File: config.mk
export PLATFORM = sky130hd
export DESIGN_NAME = power_button_sleep_controller
export DESIGN_NICKNAME = d
export VERILOG_FILES = /design/src/rtl/pbsc_pkg.sv /design/src/rtl/pbsc_csr.sv /design/src/rtl/pbsc_core.sv /design/src/rtl/power_button_sleep_controller.sv
export SDC_FILE = /design/constraint.sdc
export NUM_CORES = 1
export LEC_CHECK = 0
export BUFFER_PORTS_ARGS = -buffer_cell sky130_fd_sc_hd__buf_2
export CORE_MARGIN = 2
export CORE_UTILIZATION = 55
export DETAILED_ROUTE_END_ITERATION = 7
export MAX_ROUTING_LAYER = met4
export PLACE_DENSITY = 0.76
export SLEW_MARGIN = 15
export SYNTH_ARGS = -nofsm -noshare
export SYNTH_HDL_FRONTEND = slang
export SYNTH_HIERARCHICAL = 1
export SYNTH_SLANG_ARGS = --single-unit
export TNS_END_PERCENT = 50
File: constraint.sdc
create_clock -name clock -period 5.15 [get_ports clock]
set_input_delay 0.515 -clock clock [delete_from_list [all_inputs] [get_ports clock]]
set_output_delay 0.515 -clock clock [all_outputs]
set_load 0.01 [all_outputs]
File: src/rtl/pbsc_pkg.sv
// Package with the types, codes and reset constants of the power button sleep controller.
package pbsc_pkg;

   localparam int TIME_WIDTH = 48;
   localparam int CFG_WIDTH  = 32;
   localparam int REQ_TDATA_WIDTH = 56;
   localparam int RSP_TDATA_WIDTH = 8;

   // Reset values of the timing registers, in microseconds.
   localparam logic [CFG_WIDTH-1:0] HOLD_DEEP_RESET  = 32'(800 * 1000);
   localparam logic [CFG_WIDTH-1:0] HOLD_OFF_RESET   = 32'(3000 * 1000);
   localparam logic [CFG_WIDTH-1:0] IDLE_LIGHT_RESET = 32'(180 * 1000000);
   localparam logic [CFG_WIDTH-1:0] IDLE_DEEP_RESET  = 32'(900 * 1000000);

   // Register indexes on the configuration channel.
   typedef enum logic [1:0] {
      REG_HOLD_DEEP  = 2'd0,
      REG_HOLD_OFF   = 2'd1,
      REG_IDLE_LIGHT = 2'd2,
      REG_IDLE_DEEP  = 2'd3
   } reg_index_type;

   // Request opcodes.
   typedef enum logic {
      OP_TICK  = 1'b0,
      OP_START = 1'b1
   } opcode_type;

   // Action codes of a result word.
   typedef enum logic [2:0] {
      ACT_NONE        = 3'd0,
      ACT_EXIT_LIGHT  = 3'd1,
      ACT_ENTER_LIGHT = 3'd2,
      ACT_ENTER_DEEP  = 3'd3,
      ACT_POWER_OFF   = 3'd4
   } action_type;

   typedef struct packed {
      opcode_type            opcode;
      logic [TIME_WIDTH-1:0] now_time;
      logic                  key_down;
      logic                  touch_seen;
      logic                  sleep_permitted;
   } req_item_type;

   typedef struct packed {
      action_type action;
      logic       in_light_mode;
   } rsp_item_type;

   typedef struct packed {
      logic [CFG_WIDTH-1:0] hold_deep_time;
      logic [CFG_WIDTH-1:0] hold_off_time;
      logic [CFG_WIDTH-1:0] idle_light_time;
      logic [CFG_WIDTH-1:0] idle_deep_time;
   } cfg_type;

endpackage

File: src/rtl/pbsc_csr.sv
// Timing register file of the power button sleep controller.
module pbsc_csr
   import pbsc_pkg::*;
(
   input  logic                 clock,
   input  logic                 reset,
   input  logic                 wr_en,
   input  reg_index_type        wr_index,
   input  logic [CFG_WIDTH-1:0] wr_data,
   output cfg_type              cfg
);

   cfg_type cfg_ff;
   cfg_type cfg_in;

   // Decode the register index of a write.
   always_comb begin
      cfg_in = cfg_ff;
      if (wr_en) begin
         case (wr_index)
            REG_HOLD_DEEP:  cfg_in.hold_deep_time  = wr_data;
            REG_HOLD_OFF:   cfg_in.hold_off_time   = wr_data;
            REG_IDLE_LIGHT: cfg_in.idle_light_time = wr_data;
            REG_IDLE_DEEP:  cfg_in.idle_deep_time  = wr_data;
            default:        cfg_in = cfg_ff;
         endcase
      end
   end

   always_ff @(posedge clock) begin
      if (reset) begin
         cfg_ff.hold_deep_time  <= HOLD_DEEP_RESET;
         cfg_ff.hold_off_time   <= HOLD_OFF_RESET;
         cfg_ff.idle_light_time <= IDLE_LIGHT_RESET;
         cfg_ff.idle_deep_time  <= IDLE_DEEP_RESET;
      end else begin
         cfg_ff <= cfg_in;
      end
   end

   assign cfg = cfg_ff;

endmodule

File: src/rtl/pbsc_core.sv
// Key and idle state of the controller and the single-pass step logic.
module pbsc_core
   import pbsc_pkg::*;
(
   input  logic         clock,
   input  logic         reset,
   input  logic         step,
   input  req_item_type item,
   input  cfg_type      cfg,
   output rsp_item_type result
);

   logic                  light_mode_ff, light_mode_in;
   logic                  key_prev_ff, key_prev_in;
   logic                  press_consumed_ff, press_consumed_in;
   logic [TIME_WIDTH-1:0] press_start_ff, press_start_in;
   logic [TIME_WIDTH-1:0] last_activity_ff, last_activity_in;

   logic                  press;
   logic                  release_edge;
   logic [TIME_WIDTH-1:0] held;
   logic [TIME_WIDTH-1:0] idle;
   action_type            act;

   // Elapsed times, modulo the timestamp width. Activity in this word resets the idle time.
   assign held = item.now_time - press_start_ff;
   assign idle = (item.touch_seen || item.key_down) ? '0 : item.now_time - last_activity_ff;

   assign press        = item.key_down && !key_prev_ff;
   assign release_edge = !item.key_down && key_prev_ff;

   // Next state and action for one word.
   always_comb begin
      light_mode_in     = light_mode_ff;
      key_prev_in       = item.key_down;
      press_consumed_in = press_consumed_ff;
      press_start_in    = press_start_ff;
      last_activity_in  = last_activity_ff;
      act               = ACT_NONE;

      if (item.opcode == OP_START) begin
         // Resynchronize: a key that is already held is ignored until released.
         last_activity_in  = item.now_time;
         press_consumed_in = item.key_down;
         press_start_in    = item.now_time;
      end else begin
         if (press) begin
            press_start_in    = item.now_time;
            press_consumed_in = 1'b0;
         end
         if (item.touch_seen || item.key_down) begin
            last_activity_in = item.now_time;
         end

         if (light_mode_ff) begin
            if (item.touch_seen || press) begin
               if (press) begin
                  press_consumed_in = 1'b1;
               end
               light_mode_in = 1'b0;
               act           = ACT_EXIT_LIGHT;
            end else if (!item.key_down &&
                         idle >= TIME_WIDTH'(cfg.idle_deep_time)) begin
               act = ACT_ENTER_DEEP;
            end
         end else begin
            // A release classifies the hold length.
            if (release_edge && !press_consumed_ff) begin
               if (held >= TIME_WIDTH'(cfg.hold_off_time)) begin
                  act = ACT_POWER_OFF;
               end else if (item.sleep_permitted) begin
                  act = (held >= TIME_WIDTH'(cfg.hold_deep_time)) ? ACT_ENTER_DEEP
                                                                   : ACT_ENTER_LIGHT;
               end
            end
            if (release_edge) begin
               press_consumed_in = 1'b0;
            end
            if (act == ACT_NONE && item.sleep_permitted && !item.key_down &&
                idle >= TIME_WIDTH'(cfg.idle_light_time)) begin
               act = ACT_ENTER_LIGHT;
            end
            if (act == ACT_ENTER_LIGHT) begin
               light_mode_in = 1'b1;
            end
         end
      end
   end

   // State registers advance once for each word that passes.
   always_ff @(posedge clock) begin
      if (reset) begin
         light_mode_ff     <= 1'b0;
         key_prev_ff       <= 1'b0;
         press_consumed_ff <= 1'b0;
         press_start_ff    <= '0;
         last_activity_ff  <= '0;
      end else if (step) begin
         light_mode_ff     <= light_mode_in;
         key_prev_ff       <= key_prev_in;
         press_consumed_ff <= press_consumed_in;
         press_start_ff    <= press_start_in;
         last_activity_ff  <= last_activity_in;
      end
   end

   assign result.action        = act;
   assign result.in_light_mode = light_mode_in;

endmodule

File: src/rtl/power_button_sleep_controller.sv
// Top level of the power button sleep controller: input register, step logic, result register.
//
// The controller takes one request word per clock and returns exactly one result word for
// each, presented from the result register. A request is caught in an input register; once
// the result register is empty or being read, the step logic (a few 48-bit subtractions and
// compares on the key and idle state) updates the state and writes the result register,
// which also frees the input register, so back-to-back words pass at one per cycle and a
// stalled result side holds both stages. A start request resynchronizes the key and time
// state and reports no action. The four timing registers are written on the csr channel,
// which is always ready; they should be changed only while no words are in flight.
module power_button_sleep_controller
   import pbsc_pkg::*;
(
   input  logic                       clock,
   input  logic                       reset,
   // Request channel.
   input  logic                       req_tvalid,
   output logic                       req_tready,
   // tdata: now_time[47:0], key_down[48], touch_seen[49], sleep_permitted[50], zero[55:51]
   input  logic [REQ_TDATA_WIDTH-1:0] req_tdata,
   // tuser: opcode[0]
   input  logic                       req_tuser,
   // Result channel.
   output logic                       rsp_tvalid,
   input  logic                       rsp_tready,
   // tdata: action[2:0], in_light_mode[3], zero[7:4]
   output logic [RSP_TDATA_WIDTH-1:0] rsp_tdata,
   // Configuration write channel.
   input  logic                       csr_valid,
   output logic                       csr_ready,
   input  logic [1:0]                 csr_index,
   input  logic [CFG_WIDTH-1:0]       csr_data
);

   logic         in_valid_ff, in_valid_in;
   req_item_type in_item_ff;
   logic         out_valid_ff, out_valid_in;
   rsp_item_type out_item_ff;
   logic         advance;
   logic         req_take;
   cfg_type      cfg;
   rsp_item_type step_result;

   // Handshake between the two register stages.
   assign advance    = in_valid_ff && (!out_valid_ff || rsp_tready);
   assign req_tready = !in_valid_ff || advance;
   assign req_take   = req_tvalid && req_tready;
   assign csr_ready  = 1'b1;

   assign in_valid_in  = req_take || (in_valid_ff && !advance);
   assign out_valid_in = advance || (out_valid_ff && !rsp_tready);

   pbsc_csr u_csr (
      .clock    (clock),
      .reset    (reset),
      .wr_en    (csr_valid && csr_ready),
      .wr_index (reg_index_type'(csr_index)),
      .wr_data  (csr_data),
      .cfg      (cfg)
   );

   pbsc_core u_core (
      .clock  (clock),
      .reset  (reset),
      .step   (advance),
      .item   (in_item_ff),
      .cfg    (cfg),
      .result (step_result)
   );

   // Valid flags of both stages.
   always_ff @(posedge clock) begin
      if (reset) begin
         in_valid_ff  <= 1'b0;
         out_valid_ff <= 1'b0;
      end else begin
         in_valid_ff  <= in_valid_in;
         out_valid_ff <= out_valid_in;
      end
   end

   // Payload registers.
   always_ff @(posedge clock) begin
      if (req_take) begin
         in_item_ff.opcode          <= opcode_type'(req_tuser);
         in_item_ff.now_time        <= req_tdata[TIME_WIDTH-1:0];
         in_item_ff.key_down        <= req_tdata[TIME_WIDTH];
         in_item_ff.touch_seen      <= req_tdata[TIME_WIDTH+1];
         in_item_ff.sleep_permitted <= req_tdata[TIME_WIDTH+2];
      end
      if (advance) begin
         out_item_ff <= step_result;
      end
   end

   assign rsp_tvalid = out_valid_ff;
   assign rsp_tdata  = {4'b0000, out_item_ff.in_light_mode, out_item_ff.action};

`ifndef SYNTH
   // Leaving light sleep always reports active mode.
   assert property (@(posedge clock) disable iff (reset)
      rsp_tvalid && out_item_ff.action == ACT_EXIT_LIGHT |-> !out_item_ff.in_light_mode)
      else $error("exit light result reports light mode");

   // Entering light sleep always reports light mode.
   assert property (@(posedge clock) disable iff (reset)
      rsp_tvalid && out_item_ff.action == ACT_ENTER_LIGHT |-> out_item_ff.in_light_mode)
      else $error("enter light result reports active mode");

   // Power off is only requested from active mode.
   assert property (@(posedge clock) disable iff (reset)
      rsp_tvalid && out_item_ff.action == ACT_POWER_OFF |-> !out_item_ff.in_light_mode)
      else $error("power off requested in light mode");

   // A held input word is never dropped.
   assert property (@(posedge clock) disable iff (reset)
      in_valid_ff && !advance |=> in_valid_ff && $stable(in_item_ff))
      else $error("input word lost while stalled");
`endif

endmodule
======== Word-level counts from Yosys, hierarchy flattened ========
Cells that the tools add are included.
word-level totals
  register bits ........................... 285
  input bits .............................. 96
  output and inout bits ................... 11
  logic and storage cells ................. 89
cells by class
  $add $sub $neg .......................... 2
  order comparisons ....................... 4
  equality and inequality tests ........... 4
  muxes and demuxes ....................... 27
  reductions and logical operators ........ 34
operators by type and width
  cell                                                 number
  2-to-1 mux 48 bit                                    5
  >= comparator 48 x 32 -> 1 bit                       4
  subtractor 48 bit                                    2
  2-to-1 mux 3 bit                                     10
  AND reduction 2 bit                                  6
  logical AND 1 bit                                    11
  2-to-1 mux 1 bit                                     11
  logical NOT 1 bit                                    7
  logical OR 1 bit                                     6
  equality test 2 bit, second input constant           2
  nonzero test 2 bit                                   2
  equality test 3 x 2 -> 1 bit, second input constant  1
  logical NOT 3 bit                                    1
  equality test 2 x 1 -> 1 bit, second input constant  1
  logical NOT 2 bit                                    1
  2-to-1 mux 2 bit                                     1

======== Longest topological paths before layout ========
  word-level depth ........................ 19
  depth in mapped cells ................... 27
  depth with buffers taken out ............ 26

======== By module ========
Netlist, hierarchy kept.
by module, submodules not included
  module                         times used  cells each  area an instance (um^2)  sequential area each (um^2)
  pbsc_core                      1           1935        13215.2                  1981.9
  pbsc_csr                       1           483         5134.9                   2562.5
  power_button_sleep_controller  1           73          1830.5                   1721.7

======== Least setup slack after synthesis ========
No wires, ideal clock.
  kind .................................... reg-to-reg
  from .................................... reg in_item_ff[11] in the netlist's numbering
  to ...................................... reg out_item_ff, in the netlist rsp_tdata[3] (data pin)
  setup time .............................. 0.125 ns
  arrival time ............................ 4.767 ns
  data required time ...................... 5.025 ns
  slack ................................... 0.258 ns
  cell stages (with the launch flop) ...... 26
  buffers on the path ..................... 2
  path through ............................ edfxtp_1 -> ha_1 -> buf_2 -> a21oi_1 -> o21ai_0 -> a211oi_1 -> o21bai_1 -> a21oi_1 -> o21bai_1 -> nand2_1 -> nand2_1 -> xor2_1 -> ha_1 -> a211o_1 -> o211ai_1 -> o221ai_1 -> or4_1 -> nor4_1 -> nand4_1 -> nor3_1 -> o2111ai_1 -> nor4_1 -> nand3_1 -> o21ai_2 -> a22o_1 -> buf_4
between the ends
  longest elaborated chain between the ends .. 19
  elaborated cells on any way between the ends .. 23
ends and longest elaborated chain
  what                              line                                 RTL
  start, declared                   power_button_sleep_controller.sv:36  req_item_type in_item_ff;
  subtractor 48 bit                 pbsc_core.sv:26                      assign held = item.now_time - press_start_ff;
  >= comparator 48 x 32 -> 1 bit    pbsc_core.sv:72                      act = (held >= TIME_WIDTH'(cfg.hold_deep_time)) ? ACT_ENTER_DEEP
  2-to-1 mux 1 bit                  pbsc_core.sv:72
  2-to-1 mux 3 bit                  pbsc_core.sv:71                      end else if (item.sleep_permitted) begin
  2-to-1 mux 3 bit                  pbsc_core.sv:69                      if (held >= TIME_WIDTH'(cfg.hold_off_time)) begin
  2-to-1 mux 3 bit                  pbsc_core.sv:68                      if (release_edge && !press_consumed_ff) begin
  2-to-1 mux 3 bit                  pbsc_core.sv:55                      if (light_mode_ff) begin
  2-to-1 mux 3 bit                  pbsc_core.sv:41                      if (item.opcode == OP_START) begin
  [... 4 more ...]                  -
  2-to-1 mux 3 bit (*)              pbsc_core.sv:79                      if (act == ACT_NONE && item.sleep_permitted && !item.key_down &&
  2-to-1 mux 3 bit (*)              pbsc_core.sv:55
  2-to-1 mux 3 bit (*)              pbsc_core.sv:41
  equality test 3 x 2 -> 1 bit (*)  pbsc_core.sv:83                      if (act == ACT_ENTER_LIGHT) begin
  2-to-1 mux 1 bit (*)              pbsc_core.sv:83
  2-to-1 mux 1 bit (*)              pbsc_core.sv:55
  2-to-1 mux 1 bit (*)              pbsc_core.sv:41
  via u_core.light_mode_in          pbsc_core.sv:13                      logic light_mode_ff, light_mode_in;
  end signal, assigned              power_button_sleep_controller.sv:92  out_item_ff <= step_result;
  end, declared                     power_button_sleep_controller.sv:38  rsp_item_type out_item_ff;
The timed path passes the listed nets; every way through them passes the cells marked *. The select of a mux whose other input is x is not followed.
A chain may end at the register's enable or synchronous reset.

======== Worst setup path in the final report ========
  from .................................... reg in_item_ff[3] in the netlist's numbering
  to ...................................... reg out_item_ff, in the netlist rsp_tdata[0] (data pin)
between the ends
  longest elaborated chain between the ends .. 16
  elaborated cells on any way between the ends .. 24
ends and longest elaborated chain
  what                            line
  subtractor 48 bit               pbsc_core.sv:26
  >= comparator 48 x 32 -> 1 bit  pbsc_core.sv:72
  2-to-1 mux 1 bit                pbsc_core.sv:72
  2-to-1 mux 3 bit                pbsc_core.sv:71
  2-to-1 mux 3 bit                pbsc_core.sv:69
  2-to-1 mux 3 bit                pbsc_core.sv:68
  2-to-1 mux 3 bit                pbsc_core.sv:55
  2-to-1 mux 3 bit                pbsc_core.sv:41
  logical NOT 3 bit               pbsc_core.sv:79
  logical AND 1 bit (3 in a row)  pbsc_core.sv:79
  2-to-1 mux 3 bit                pbsc_core.sv:79
  2-to-1 mux 3 bit                pbsc_core.sv:55
  2-to-1 mux 3 bit                pbsc_core.sv:41
  2-to-1 mux 3 bit (*)            pbsc_core.sv:55
Mark *: on every way between the ends. The rest lies on a longest branch, timed or not. The select of a mux whose other input is x is not followed.

==> results by group <==
Worst setup path
  – Critical Path Fanout Max: 2
  – Crit Path Category: register to register
  – Worst r2r dst: rsp_tdata[0]
  – Data required, critical path: 5430 ps
  – CP most frequent cell: buf_4
  – RR Startpoint: in_item_ff[3]
  – Worst Setup SP: in_item_ff[3]
  – Crit path cell chain: inv_2 -> buf_6 -> ha_2 -> inv_1 -> fa_2 -> a21o_1 -> a221oi_4 -> buf_4 -> xor2_1 -> buf_4 -> nor2_1 -> ha_1 -> a2111oi_0 -> o21ai_1 -> a21oi_1 -> buf_4 -> nor3_1 -> a2111oi_2 -> buf_4 -> o31a_1 -> nand4_1 -> buf_4 -> o211ai_1 -> a21oi_2
  – Critical Path End Type: register
  – Startpoint types: register
  – Worst reg2reg path depth: 24
  – Critical path destination: rsp_tdata[0]
  – Worst EP arrival: 5610 ps
  – CP peak stage delay: 470 ps
  – R2r setup slk: -180 ps
  – Crit-path slowest cell: a2111oi_2

Synth
  – Synth warn: 6
  – Cells after Synth: 2491
  – Mux cell area share after synthesis: 6.56%
  – Seq/Total Area, Yosys: 31.0%
  – Post-synthesis compound-gate area fraction: 16.9%
  – Share of flip-flops with an asynchronous set or reset: 0%
  – Cell taking the most area after synthesis: dfxtp_1
  – Synth Area in XOR/XNOR: 3.43%
  – Post-synthesis cell type count: 92
  – Post-synth top cells: nand2_1, a21oi_1, inv_1
  – Synth Area in Simple Gates: 20.5%
  – Seq cells post-synth: 285
  – Adder-cell area share of the yosys netlist: 14.0%
  – Syn_area_per_cell: 8.10 um2
  – Largest family of logic cells by synthesized area: simple AND/OR/NAND/NOR gates
  – Ys flop type: dfxtp_1
  – Top-area cell type share of the netlist area: 22.7%
  – Cell area after synthesis: 20200 um2
  – Cell with the most instances after synthesis: nand2_1
  – Post-synth EDFFs: 56
  – Synth area leaders: dfxtp_1, ha_1, edfxtp_1, mux2i_1, a21oi_1

Die
  – Die W: 196 um
  – Die ar.: 38200 um2
  – Die Ht: 196 um
  – Starting density of the core: 55.5%
  – Num ports: 107
  – Num rows: 70
  – Core area: 36300 um2

Route
  – DRT Pass-1 Iters: 7
  – DR iter-0 viols: 1474
  – Routed Antenna Nets: 0
  – Final WL: 61.9 mm
  – DRC: 0
  – Routed wire per std cell: 19.1 um
  – Via density: 5.78
  – Vias: 18726

Power and ir drop
  – Pwr per Cell Area: 292 nW/um2
  – Pleak: 0.0103 uW
  – Max VDD drop: 0.000269 V

Clocking
  – Root Driver: clkbuf_16
  – Worst-skew pair later-pin latency: 550 ps
  – CTS sink cnt: 285
  – Cts bufs inserted: 35
  – Clock Tree Buf Depth: 3
  – CTS clk-pin slew, worst paths: 60 ps
  – Hold Buf Count CTS: 0
  – H-tree depth: 2
  – CTS tree: yes

Timing
  – RSZ-0062 raised after global routing: true
  – Final hold vios: 0
  – Final WS setup: -178 ps
  – Hold slack: 138 ps
  – Fin crit share: 103%
  – Slew headroom: 35.1%
  – Clock Skews: 15.9 ps
  – Final min period: 5330 ps
  – Total Neg Setup Slack: -392 ps
  – Maximum clock frequency: 188 MHz
  – Max-slew violations: 0
  – Final Setup Violations: 3
  – Slew @ Worst Pin: 972 ps

Placed design
  – Port buffer count: 96
  – Inst Count DP: 3161
  – HPWL after DPL: 48.1 mm
  – Post-Place Worst Slack: -518 ps
  – GP Congestion: 0.982

Worst hold path
  – Worst min path class: input port to register

GRT
  – First-pass GRT wire length: 96.1 mm
  – Number of antenna violations at the first check in global routing: 0
  – Total congestion overflow: 0
  – GRT Overall Usage: 32.8%
  – Largest net degree at the start of global routing: 126
  – Vias in the first global route: 18228

Cells and area
  – Fin nets: 3065
  – Number of diodes: 0
  – Area delta synth->final: 19.5%
  – Share of cells above drive strength 1: 18.4%
  – Cell Count, Final, Fillers Out: 3239

Outcome
  – Failing checks: setup timing
  – Status: complete, but fails checks

Flow run
  – MaxCap Viol Count: 0
## worst min-delay path by stage
stage	startpoint	end	slack, ps	depth (start not counted)
final	req_tdata[33]	in_item_ff[36]	140	1
after CTS	req_tdata[33]	in_item_ff[36]	110	1
after floorplan	u_core/last_activity_ff[10]	u_core/last_activity_ff[10]	440	2
after global placement	u_core/last_activity_ff[33]	u_core/last_activity_ff[33]	440	2
after detailed placement	u_core/last_activity_ff[37]	u_core/last_activity_ff[37]	450	2
after global routing	req_tdata[1]	in_item_ff[4]	120	1
## power breakdown
group	internal [uW]	switching, uW
Sequential	2380	80.9
Clock	1490	1030
Combinational	896	1170
## layer usage
layer / vias to the layer above / wire length (um) / GRT usage [%]
met5: - / 0 / -
met4: 0 / 2020 / 11.9
met3: 129 / 4030 / 4.23
met2: 633 / 26600 / 49.5
met1: 8848 / 29300 / 45.1
li1: 9116 / - / -
## flip-flops by register name, summed over array words and instances, names as in the netlist, named ones only
signal and flops:
u_core/light_mode_ff 1, u_core/last_activity_ff 48, u_csr/cfg 128, u_core/press_start_ff 48, in_item_ff 52, in_valid_ff 1
rsp_tdata 4, u_core/key_prev_ff 1, rsp_tvalid 1
## metrics by stage
step                      instance area (um2)  utilization [%]  total power, uW
final                                   24100             66.4             7050
after floorplan                         20200                -             3660
after global placement                  22400             61.7             4370
after global routing                    24100             66.4             7350
after CTS                               23800             65.6             6990
after detailed placement                22400             61.7             4430
## timing repair
item / in CTS / in global routing
pin swaps: 30 / 34
hold endpoints to repair: 0 / 0
endpoints found under the setup margin: 5 / 5
buffers inserted: 7 / 8
resized for setup: 49 / 43
gates cloned: 0 / 0
## critical path: cells and delay by family (launching register included)
kind	cells	cell delay (ps)
flip-flops	1	400
buffers and inverters	8	1140
XOR/XNOR	1	160
AND/OR/NAND/NOR	3	280
adder cells (fa/ha/maj)	3	760
AO/OA/AOI/OAI	9	2310
## cell type report
| class | count | area, um2 |
|---|---|---|
| clock buffers | 45 | 1010 |
| clock inverters | 18 | 170 |
| fillers | 3029 | 12200 |
| inverters | 241 | 905 |
| multi-input cells | 1844 | 12900 |
| flip-flops and latches | 285 | 6270 |
| well taps | 468 | 586 |
| repair buffers | 338 | 2330 |
## logic make-up after synthesis
logic type / count (synthesis)
flops: 285
other cells: 2
xor+xnor: 79
compound gates: 548
mux: 132
buf+inv: 365
simple gates: 856
fa+ha+maj: 224
## placed cells by master, fill, tap and decap left out, types with 64 or more instances in the layout
cell type,netlist,routed
nand2_1,311,310
a21oi_1,255,242
inv_1,241,239
buf_4,14,238
dfxtp_1,229,229
ha_1,222,210
nor2_1,194,189
nand2b_1,141,141
mux2i_1,130,130
buf_2,20,95
o21ai_0,80,64
Note: power is estimated with default switching activity, not from simulation.
